<file path="src/rtl/mrs_pkg.sv">
package mrs_pkg;

  localparam logic [1:0] OP_BYTE   = 2'd0;
  localparam logic [1:0] OP_GAP    = 2'd1;
  localparam logic [1:0] OP_LOCAL  = 2'd2;
  localparam logic [1:0] OP_UNUSED = 2'd3;

  localparam logic [7:0]  FN_READ      = 8'h03;
  localparam logic [7:0]  FN_WRITE     = 8'h06;
  localparam logic [15:0] CMD_REGISTER = 16'd19;
  localparam int unsigned MIN_FRAME    = 8;
  localparam logic [15:0] CRC_INIT     = 16'hFFFF;
  localparam logic [15:0] CRC_POLY     = 16'hA001;
  localparam logic [7:0]  SLAVE_RESET  = 8'd1;

  typedef enum logic [3:0] {
    ST_IDLE,
    ST_SCAN_RD,
    ST_SCAN_DAT,
    ST_DECIDE,
    ST_R_ADDR,
    ST_R_FUNC,
    ST_R_COUNT,
    ST_R_NEXT,
    ST_R_WHI,
    ST_R_WLO,
    ST_R_CRCLO,
    ST_R_CRCHI,
    ST_ECHO_RD,
    ST_ECHO_EM
  } state_e;

  typedef enum logic [2:0] {
    ES_ADDR,
    ES_FUNC,
    ES_COUNT,
    ES_WHI,
    ES_WLO,
    ES_CRCLO,
    ES_CRCHI,
    ES_ECHO
  } emit_sel_e;

  typedef struct packed {
    logic      accept_byte;
    logic      accept_local;
    logic      close;
    logic      rd_issue;
    logic      scan_byte;
    logic      resp_init;
    logic      cmd_write;
    logic      emit;
    emit_sel_e sel;
  } cmd_t;

  typedef struct packed {
    logic len_ok;
    logic at_last;
    logic frame_ok;
    logic read_ok;
    logic write_ok;
    logic words_done;
    logic out_free;
  } status_t;

  function automatic logic [15:0] crc_byte(input logic [15:0] crc_in, input logic [7:0] data);
    logic [15:0] c;
    c = crc_in ^ {8'h00, data};
    for (int b = 0; b < 8; b++) begin
      if (c[0]) begin
        c = (c >> 1) ^ CRC_POLY;
      end else begin
        c = c >> 1;
      end
    end
    return c;
  endfunction

endpackage

</file>
<file path="src/rtl/mrs_ctrl.sv">
module mrs_ctrl
  import mrs_pkg::*;
(
  input  logic       clk_i,
  input  logic       rst_ni,
  input  logic       in_valid_i,
  input  logic [1:0] op_i,
  input  status_t    st_i,
  output logic       in_ready_o,
  output cmd_t       cmd_o
);

  state_e state_q, state_d;

  always_ff @(posedge clk_i or negedge rst_ni) begin
    if (!rst_ni) begin
      state_q <= ST_IDLE;
    end else begin
      state_q <= state_d;
    end
  end

  always_comb begin
    state_d    = state_q;
    cmd_o      = '0;
    cmd_o.sel  = ES_ADDR;
    in_ready_o = 1'b0;
    unique case (state_q)
      ST_IDLE: begin
        in_ready_o = 1'b1;
        if (in_valid_i) begin
          unique case (op_i)
            OP_BYTE:  cmd_o.accept_byte = 1'b1;
            OP_LOCAL: cmd_o.accept_local = 1'b1;
            OP_GAP: begin
              cmd_o.close = 1'b1;
              if (st_i.len_ok) begin
                state_d = ST_SCAN_RD;
              end
            end
            default: ;
          endcase
        end
      end
      ST_SCAN_RD: begin
        cmd_o.rd_issue = 1'b1;
        state_d        = ST_SCAN_DAT;
      end
      ST_SCAN_DAT: begin
        cmd_o.scan_byte = 1'b1;
        state_d         = st_i.at_last ? ST_DECIDE : ST_SCAN_RD;
      end
      ST_DECIDE: begin
        cmd_o.resp_init = 1'b1;
        if (st_i.frame_ok && st_i.read_ok) begin
          state_d = ST_R_ADDR;
        end else if (st_i.frame_ok && st_i.write_ok) begin
          cmd_o.cmd_write = 1'b1;
          state_d         = ST_ECHO_RD;
        end else begin
          state_d = ST_IDLE;
        end
      end
      ST_R_ADDR: begin
        cmd_o.sel = ES_ADDR;
        if (st_i.out_free) begin
          cmd_o.emit = 1'b1;
          state_d    = ST_R_FUNC;
        end
      end
      ST_R_FUNC: begin
        cmd_o.sel = ES_FUNC;
        if (st_i.out_free) begin
          cmd_o.emit = 1'b1;
          state_d    = ST_R_COUNT;
        end
      end
      ST_R_COUNT: begin
        cmd_o.sel = ES_COUNT;
        if (st_i.out_free) begin
          cmd_o.emit = 1'b1;
          state_d    = ST_R_NEXT;
        end
      end
      ST_R_NEXT: begin
        state_d = st_i.words_done ? ST_R_CRCLO : ST_R_WHI;
      end
      ST_R_WHI: begin
        cmd_o.sel = ES_WHI;
        if (st_i.out_free) begin
          cmd_o.emit = 1'b1;
          state_d    = ST_R_WLO;
        end
      end
      ST_R_WLO: begin
        cmd_o.sel = ES_WLO;
        if (st_i.out_free) begin
          cmd_o.emit = 1'b1;
          state_d    = ST_R_NEXT;
        end
      end
      ST_R_CRCLO: begin
        cmd_o.sel = ES_CRCLO;
        if (st_i.out_free) begin
          cmd_o.emit = 1'b1;
          state_d    = ST_R_CRCHI;
        end
      end
      ST_R_CRCHI: begin
        cmd_o.sel = ES_CRCHI;
        if (st_i.out_free) begin
          cmd_o.emit = 1'b1;
          state_d    = ST_IDLE;
        end
      end
      ST_ECHO_RD: begin
        cmd_o.rd_issue = 1'b1;
        state_d        = ST_ECHO_EM;
      end
      ST_ECHO_EM: begin
        cmd_o.sel = ES_ECHO;
        if (st_i.out_free) begin
          cmd_o.emit = 1'b1;
          state_d    = st_i.at_last ? ST_IDLE : ST_ECHO_RD;
        end
      end
      default: state_d = ST_IDLE;
    endcase
  end

endmodule

</file>
<file path="src/rtl/mrs_dp.sv">
module mrs_dp
  import mrs_pkg::*;
#(
  parameter int unsigned FRAME_BYTES = 64,
  parameter int unsigned TABLE_WORDS = 24
) (
  input  logic        clk_i,
  input  logic        rst_ni,
  input  cmd_t        cmd_i,
  output status_t     st_o,
  input  logic [7:0]  rx_byte_i,
  input  logic [4:0]  reg_index_i,
  input  logic [15:0] reg_value_i,
  input  logic        cfg_valid_i,
  input  logic [7:0]  cfg_data_i,
  input  logic        out_ready_i,
  output logic        out_valid_o,
  output logic [7:0]  tx_byte_o,
  output logic        tx_last_o,
  output logic [3:0]  pin_drive_o
);

  localparam int unsigned AW = $clog2(FRAME_BYTES);
  localparam int unsigned LW = $clog2(FRAME_BYTES + 1);
  localparam int unsigned IW = $clog2(TABLE_WORDS);
  localparam int unsigned KW = $clog2(TABLE_WORDS + 1);

  logic [7:0]  mem [FRAME_BYTES];
  logic [7:0]  rdata_q;
  logic [LW-1:0] len_q, flen_q, idx_q;
  logic        ovf_q;
  logic [15:0] tbl_q [TABLE_WORDS];
  logic [3:0]  pin_q;
  logic [7:0]  slave_q;
  logic [15:0] crc_q;
  logic [7:0]  sa_q, fn_q, lo_q, hi_q;
  logic [15:0] addr_q, val_q;
  logic [KW-1:0] k_q;
  logic        out_valid_q, tx_last_q;
  logic [7:0]  tx_byte_q;
  logic [3:0]  pin_out_q;

  logic [IW-1:0] word_idx;
  logic [15:0]   word;
  logic [7:0]    emit_byte;
  logic          emit_last;
  logic [16:0]   range_end;

  assign word_idx  = addr_q[IW-1:0] + IW'(k_q);
  assign word      = tbl_q[word_idx];
  assign range_end = {1'b0, addr_q} + {1'b0, val_q};

  always_comb begin
    emit_last = 1'b0;
    unique case (cmd_i.sel)
      ES_ADDR:  emit_byte = slave_q;
      ES_FUNC:  emit_byte = FN_READ;
      ES_COUNT: emit_byte = {val_q[6:0], 1'b0};
      ES_WHI:   emit_byte = word[15:8];
      ES_WLO:   emit_byte = word[7:0];
      ES_CRCLO: emit_byte = crc_q[7:0];
      ES_CRCHI: begin
        emit_byte = crc_q[15:8];
        emit_last = 1'b1;
      end
      ES_ECHO: begin
        emit_byte = rdata_q;
        emit_last = st_o.at_last;
      end
      default:  emit_byte = 8'h00;
    endcase
  end

  always_comb begin
    st_o.len_ok     = !ovf_q && (len_q >= LW'(MIN_FRAME));
    st_o.at_last    = (idx_q == flen_q - LW'(1));
    st_o.frame_ok   = (sa_q == slave_q) && (crc_q == {hi_q, lo_q});
    st_o.read_ok    = (fn_q == FN_READ) && (range_end <= 17'(TABLE_WORDS));
    st_o.write_ok   = (fn_q == FN_WRITE) && (addr_q == CMD_REGISTER);
    st_o.words_done = ({{(16 - KW){1'b0}}, k_q} == val_q);
    st_o.out_free   = !out_valid_q || out_ready_i;
  end

  always_ff @(posedge clk_i) begin
    if (cmd_i.accept_byte && (len_q < LW'(FRAME_BYTES))) begin
      mem[len_q[AW-1:0]] <= rx_byte_i;
    end
    if (cmd_i.rd_issue) begin
      rdata_q <= mem[idx_q[AW-1:0]];
    end
  end

  always_ff @(posedge clk_i) begin
    if (cmd_i.close) begin
      flen_q <= len_q;
    end
    if (cmd_i.scan_byte) begin
      if (idx_q < flen_q - LW'(2)) begin
        crc_q <= crc_byte(crc_q, rdata_q);
      end
      lo_q <= hi_q;
      hi_q <= rdata_q;
      unique case (idx_q)
        LW'(0):  sa_q <= rdata_q;
        LW'(1):  fn_q <= rdata_q;
        LW'(2):  addr_q[15:8] <= rdata_q;
        LW'(3):  addr_q[7:0] <= rdata_q;
        LW'(4):  val_q[15:8] <= rdata_q;
        LW'(5):  val_q[7:0] <= rdata_q;
        default: ;
      endcase
    end else if (cmd_i.resp_init || cmd_i.close) begin
      crc_q <= CRC_INIT;
    end else if (cmd_i.emit && (cmd_i.sel != ES_CRCLO) && (cmd_i.sel != ES_CRCHI)
                 && (cmd_i.sel != ES_ECHO)) begin
      crc_q <= crc_byte(crc_q, emit_byte);
    end
    if (cmd_i.emit) begin
      tx_byte_q <= emit_byte;
      tx_last_q <= emit_last;
      pin_out_q <= pin_q;
    end
  end

  always_ff @(posedge clk_i or negedge rst_ni) begin
    if (!rst_ni) begin
      len_q       <= '0;
      ovf_q       <= 1'b0;
      idx_q       <= '0;
      k_q         <= '0;
      pin_q       <= '0;
      slave_q     <= SLAVE_RESET;
      out_valid_q <= 1'b0;
      for (int i = 0; i < TABLE_WORDS; i++) begin
        tbl_q[i] <= '0;
      end
    end else begin
      if (cfg_valid_i) begin
        slave_q <= cfg_data_i;
      end
      if (cmd_i.accept_byte) begin
        if (len_q < LW'(FRAME_BYTES)) begin
          len_q <= len_q + LW'(1);
        end else begin
          ovf_q <= 1'b1;
        end
      end
      if (cmd_i.close) begin
        len_q <= '0;
        ovf_q <= 1'b0;
        idx_q <= '0;
      end
      if (cmd_i.accept_local && ({1'b0, reg_index_i} < 6'(TABLE_WORDS))) begin
        tbl_q[reg_index_i[IW-1:0]] <= reg_value_i;
      end
      if (cmd_i.scan_byte) begin
        idx_q <= idx_q + LW'(1);
      end
      if (cmd_i.resp_init) begin
        idx_q <= '0;
        k_q   <= '0;
      end
      if (cmd_i.cmd_write) begin
        tbl_q[CMD_REGISTER[IW-1:0]] <= val_q;
        pin_q <= val_q[3:0];
      end
      if (cmd_i.emit && (cmd_i.sel == ES_WLO)) begin
        k_q <= k_q + KW'(1);
      end
      if (cmd_i.emit && (cmd_i.sel == ES_ECHO)) begin
        idx_q <= idx_q + LW'(1);
      end
      if (cmd_i.emit) begin
        out_valid_q <= 1'b1;
      end else if (out_ready_i) begin
        out_valid_q <= 1'b0;
      end
    end
  end

  assign out_valid_o = out_valid_q;
  assign tx_byte_o   = tx_byte_q;
  assign tx_last_o   = tx_last_q;
  assign pin_drive_o = pin_out_q;

endmodule

</file>
<file path="src/rtl/modbus_rtu_register_slave.sv">
// Channel   Direction  Handshake               Payload
// in        input      in_valid_i/in_ready_o   op_i, rx_byte_i, reg_index_i, reg_value_i
// out       output     out_valid_o/out_ready_i tx_byte_o, tx_last_o, pin_drive_o
// cfg       input      cfg_valid_i/cfg_ready_o cfg_data_i (slave address)
//
// A received byte or a local table write is taken whenever the sequencer is idle.
// An idle gap reads the frame buffer byte by byte and checks the CRC, then sends the
// header bytes, each register word high byte first and the CRC low byte first of a read
// response, or reads and echoes each byte of a write frame, while out_ready_i is high.
// Async reset clears the control state, register table and pin register, not pin_drive_o.
// A stalled output holds the sequencer; a new request is taken only while it is idle.
module modbus_rtu_register_slave
  import mrs_pkg::*;
#(
  parameter int unsigned FRAME_BYTES = 64,
  parameter int unsigned TABLE_WORDS = 24
) (
  input  logic        clk_i,
  input  logic        rst_ni,
  input  logic        in_valid_i,
  output logic        in_ready_o,
  input  logic [1:0]  op_i,
  input  logic [7:0]  rx_byte_i,
  input  logic [4:0]  reg_index_i,
  input  logic [15:0] reg_value_i,
  output logic        out_valid_o,
  input  logic        out_ready_i,
  output logic [7:0]  tx_byte_o,
  output logic        tx_last_o,
  output logic [3:0]  pin_drive_o,
  input  logic        cfg_valid_i,
  output logic        cfg_ready_o,
  input  logic [7:0]  cfg_data_i
);

  cmd_t    cmd;
  status_t st;

  assign cfg_ready_o = 1'b1;

  mrs_ctrl u_ctrl (
    .clk_i      (clk_i),
    .rst_ni     (rst_ni),
    .in_valid_i (in_valid_i),
    .op_i       (op_i),
    .st_i       (st),
    .in_ready_o (in_ready_o),
    .cmd_o      (cmd)
  );

  mrs_dp #(
    .FRAME_BYTES (FRAME_BYTES),
    .TABLE_WORDS (TABLE_WORDS)
  ) u_dp (
    .clk_i       (clk_i),
    .rst_ni      (rst_ni),
    .cmd_i       (cmd),
    .st_o        (st),
    .rx_byte_i   (rx_byte_i),
    .reg_index_i (reg_index_i),
    .reg_value_i (reg_value_i),
    .cfg_valid_i (cfg_valid_i),
    .cfg_data_i  (cfg_data_i),
    .out_ready_i (out_ready_i),
    .out_valid_o (out_valid_o),
    .tx_byte_o   (tx_byte_o),
    .tx_last_o   (tx_last_o),
    .pin_drive_o (pin_drive_o)
  );

endmodule

</file>
<file path="config.mk">
export PLATFORM = sky130hd
export DESIGN_NAME = modbus_rtu_register_slave
export DESIGN_NICKNAME = d
export VERILOG_FILES = /design/src/rtl/mrs_pkg.sv /design/src/rtl/mrs_ctrl.sv /design/src/rtl/mrs_dp.sv /design/src/rtl/modbus_rtu_register_slave.sv
export SDC_FILE = /design/constraint.sdc
export NUM_CORES = 1
export LEC_CHECK = 0
export BUFFER_PORTS_ARGS = -buffer_cell sky130_fd_sc_hd__buf_4
export CAP_MARGIN = 25
export CORE_ASPECT_RATIO = 1.2
export CORE_MARGIN = 2
export CORE_UTILIZATION = 57
export DETAILED_ROUTE_END_ITERATION = 8
export PLACE_DENSITY = 0.73
export SYNTH_ARGS = -nofsm -noshare
export SYNTH_HDL_FRONTEND = slang
export SYNTH_SLANG_ARGS = --single-unit
</file>
<file path="constraint.sdc">
create_clock -name clk_i -period 5.3 [get_ports clk_i]
set_clock_uncertainty 0.2 [all_clocks]
set_input_delay 0.265 -clock clk_i [delete_from_list [all_inputs] [get_ports clk_i]]
set_output_delay 0.265 -clock clk_i [all_outputs]
set_load 0.03 [all_outputs]
</file>
==> flow_summary.yaml <==
critical_path:
  timing.critical_path.cells: "inv_1, fa_4, buf_4, mux4_1, mux2_2, a311o_1, o41ai_2, xnor3_1, xor3_1, xor2_1, o21ai_2, xor2_1, nand2_1"
  path_delay_family: "XOR/XNOR gates"
  cp-end-kind: "register"
  timing.critical_path.fanout_max: 10
  startpoint_type: "register"
  crit_path_max_incr_delay_ns: 0.92
  r2r_cells: 13
  cp_slowest_cell: "sky130_fd_sc_hd__fa_4"
  timing.reg2reg.setup_slack_ns: 0.24
  critical_path_class: "reg2reg"
  critPathRequiredTime_ns: 5.53
  critical_path_buf_inv_count: 2
  worst_ep_arrival_time_ns: 5.29
  worstReg2RegEnd: "u_dp.crc_q[0]"
  reg2reg_from: "u_dp.k_q[1]"
  critical_path.most_common_cell: "sky130_fd_sc_hd__xor2_1"
clock_network:
  cts.reportedPaths.clkPinSlew_ns: 0.06
  cts_root_buffer: "sky130_fd_sc_hd__clkbuf_16"
  cts_buffers: 101
  cts.repair.resized: 0
  ctsHoldBuffers: 48
  clock-sinks: 1041
  clock_tree_from_tritoncts: "yes"
  ctsHtreeMaxLevel: 3
  cts.path.max_buffers: 3
  clk_latency_ns: 0.69
  post_cts_buffers: 0
power:
  seq_power_share_pct: 42.1
  internal_power_mw: 16.46
  p_leak_nw: 19.98
  power.net_switching_mw: 6.943
  switching_share_pct: 29.67
  pwr_density_cell_nw_per_um2: 453.6
  clock_power_share_pct: 31.2
  worst_ir_drop_vdd_uv: 473.2
  p_comb_share_pct: 26.7
route:
  drt_iter0_drc: 2308
  routed_wire_length_per_instance_um: 27.74
  drt_first_pass_iters: 6
  dr_total_vias: 25310
  postRouteWirelength_mm: 110.4
  detail-route-antenna-nets: 0
  remaining_drc_errors: 0
  detail_route.vias_per_cell: 6.362
die:
  top_level_ports: 60
  die_width_um: 261.5
  die_height_um: 313.0
  placementRows: 113
  floorplan.initialDensity_pct: 57.39
  floorplan.die_area_sq_um: 81850
  coreArea_sq_um: 79030
yosys:
  ys_seq_elements: 1041
  list_of_most_frequent_post_synthesis_cells: "sky130_fd_sc_hd__edfxtp_1 (620), sky130_fd_sc_hd__dfrtp_1 (420), sky130_fd_sc_hd__mux2_2 (384), sky130_fd_sc_hd__mux4_2 (261), sky130_fd_sc_hd__nor2_1 (157)"
  synth.net_count: 2757
  yosys-top-cells-area: "sky130_fd_sc_hd__edfxtp_1 (41%), sky130_fd_sc_hd__dfrtp_1 (23%), sky130_fd_sc_hd__mux4_2 (13%)"
  synth_enable_flop_cells: 620
  synth-adder-area-share_pct: 1.109
  yosys.area.top_type: "sky130_fd_sc_hd__edfxtp_1"
  xor_xnor_fraction_of_synth_area_pct: 2.003
  yosys_most_used_dff: "sky130_fd_sc_hd__edfxtp_1"
  dominant_combinational_cell_family_by_area_after_synthesis: "multiplexers"
  syn_warnings: 0
  mappedNetlistArea_sq_um: 45350
  post_synth_mux_area_share_pct: 23.57
  synth_top_area_share_pct: 41.05
  ys_seq_area_share_pct: 64.28
  async_flop_share_pct: 40.44
  yosysUniqueCellTypes: 74
  post-synth-top-count-cell: "sky130_fd_sc_hd__edfxtp_1"
  synth_compound_area_share_pct: 2.977
  area_share_of_and_or_nand_nor_cells_after_synthesis_pct: 4.155
  synth.avg_cell_area_sq_um: 16.96
  synthesis.instances: 2674
placement:
  placement.cell_area_sq_um: 47690
  gp_congestion: 0.9933
  place.port_buffers: 58
  detailedPlacementHpwl_mm: 71.32
grt:
  grt_overflow_total: 0
  track_usage_pct: 27.67
  grt_pass1_vias: 26770
  grt_max_degree: 97
  grt_pass1_wl_mm: 168.1
  antenna_found_initial: 3
cells_and_area:
  flow.area_growth_from_synthesis_pct: 13.75
  final_design_area_no_fill_sq_um: 51590
  num-nets-final: 2942
  drive_above_1_share_pct: 34.77
  fraction_of_the_core_area_covered_by_cells_at_the_end_of_the_flow_pct: 65.28
sta:
  tns_ns: 0
  fin_worst_hold_slack_ns: -0.007395
  post-route-period-util_pct: 95.44
  final-max-slew-violation-count: 0
  grt_setup_unrepaired: "false"
  setup_viol: 0
  final_period_minus_worst_setup_slack_ns: 5.059
  maxSlewHeadroom_pct: 34.06
  tightest_slew_ns: 0.9641
  max_clock_freq_mhz: 197.7
  hold_vio_cnt_final: 3
outcome:
  run_status: "complete, but fails checks"
  violations: "negative hold slack"
worst_hold_path:
  timing.hold.worst.class: "in2async"
run:
  cap_viol_max_count: 0
[per-layer routing]
layer	routed length (um)	share of wire [%]	global-route usage [%]
met5	26	0.024	0
met4	5241	4.7	12.51
met3	6811	6.2	4.351
met2	57120	52	46.96
met1	41160	37	35.31
[registers in the layout, indices dropped and copies added (netlist names)]
signal            flops
u_dp.crc_q           16
u_dp.pin_q            4
u_dp.tbl_q          384
u_dp.idx_q            7
u_dp.addr_q          16
u_dp.len_q            7
u_dp.pin_drive_o      4
u_dp.rdata_q          8
u_ctrl.state_q        4
u_dp.slave_q          8
u_dp.tx_byte_o        8
u_dp.sa_q             8
u_dp.out_valid_o      1
u_dp.hi_q             8
u_dp.mem            512
u_dp.flen_q           7
u_dp.val_q           16
u_dp.fn_q             8
u_dp.ovf_q            1
u_dp.k_q              5
u_dp.tx_last_o        1
u_dp.lo_q             8
[through the flow]
step	power (mW)	hold WS [ns]	instances	worst slack, ns
after global placement	16.03	0.1157	3742	0.2670
final	23.40	-0.007395	3978	0.2415
after detailed placement	16.17	0.1405	3742	0.2803
after floorplan	14.17	-0.2306	2674	0.6494
after CTS	23.51	0.01264	3976	0.2470
after global routing	24.28	0.06110	3977	0.1140
[worst max-delay path by stage]
| stage | slack [ns] | from | cells past startpoint | endpoint |
|---|---|---|---|---|
| 6_report | 0.24 | u_dp.k_q[1] | 13 | u_dp.crc_q[0] |
| 5_1_grt | 0.11 | u_dp.k_q[1] | 13 | u_dp.crc_q[0] |
| 4_1_cts | 0.25 | u_dp.k_q[1] | 13 | u_dp.crc_q[0] |
| 3_5_place_dp | 0.28 | u_dp.k_q[1] | 14 | u_dp.crc_q[0] |
| 3_3_place_gp | 0.27 | u_dp.addr_q[0] | 14 | u_dp.crc_q[0] |
| 2_1_floorplan | 0.65 | u_dp.k_q[0] | 17 | u_dp.crc_q[0] |
[cells by family after synthesis]
family	Yosys count
DFF	1041
muxes	689
and+or+nand+nor	405
buffers and inverters	202
AOI/OAI and AO/OA	199
xor gates and xnor gates	98
adders and majority gates	39
other	1
[area by class of cell]
class	count	area (sq um)
flip-flops and latches	1041	29160
fillers	5220	27440
multi-input cells	1431	15400
clock buffers	140	2815
repair buffers	252	2215
well taps	1035	1295
clock inverters	46	581.8
inverters	32	120.1
diodes	1	2.502
[power groups by stage]
stage	Combinational, mW	Clock [mW]	Sequential (mW)
2_1_floorplan	4.42	0	9.75
3_3_place_gp	6.05	0	9.98
6_report	6.25	7.30	9.86
5_1_grt	6.64	7.75	9.90
3_5_place_dp	6.16	0	10.0
4_1_cts	6.24	7.42	9.85
[cells in the final DEF (no fill, tap or decap), types with 36 or more instances in the layout]
master                          count
sky130_fd_sc_hd__dfrtp_1          417
sky130_fd_sc_hd__mux2_2           384
sky130_fd_sc_hd__xnor2_1           54
sky130_fd_sc_hd__mux2i_1           41
sky130_fd_sc_hd__mux4_2           261
sky130_fd_sc_hd__edfxtp_1         620
sky130_fd_sc_hd__o21ai_0           40
sky130_fd_sc_hd__nor2_1           151
sky130_fd_sc_hd__a21oi_1           39
sky130_fd_sc_hd__nand2_1           97
sky130_fd_sc_hd__clkbuf_16        102
sky130_fd_sc_hd__buf_4            188
sky130_fd_sc_hd__dlygate4sd3_1     48
sky130_fd_sc_hd__ha_1              36
sky130_fd_sc_hd__xor2_1            39
Note: power is estimated with default switching activity, not from simulation.
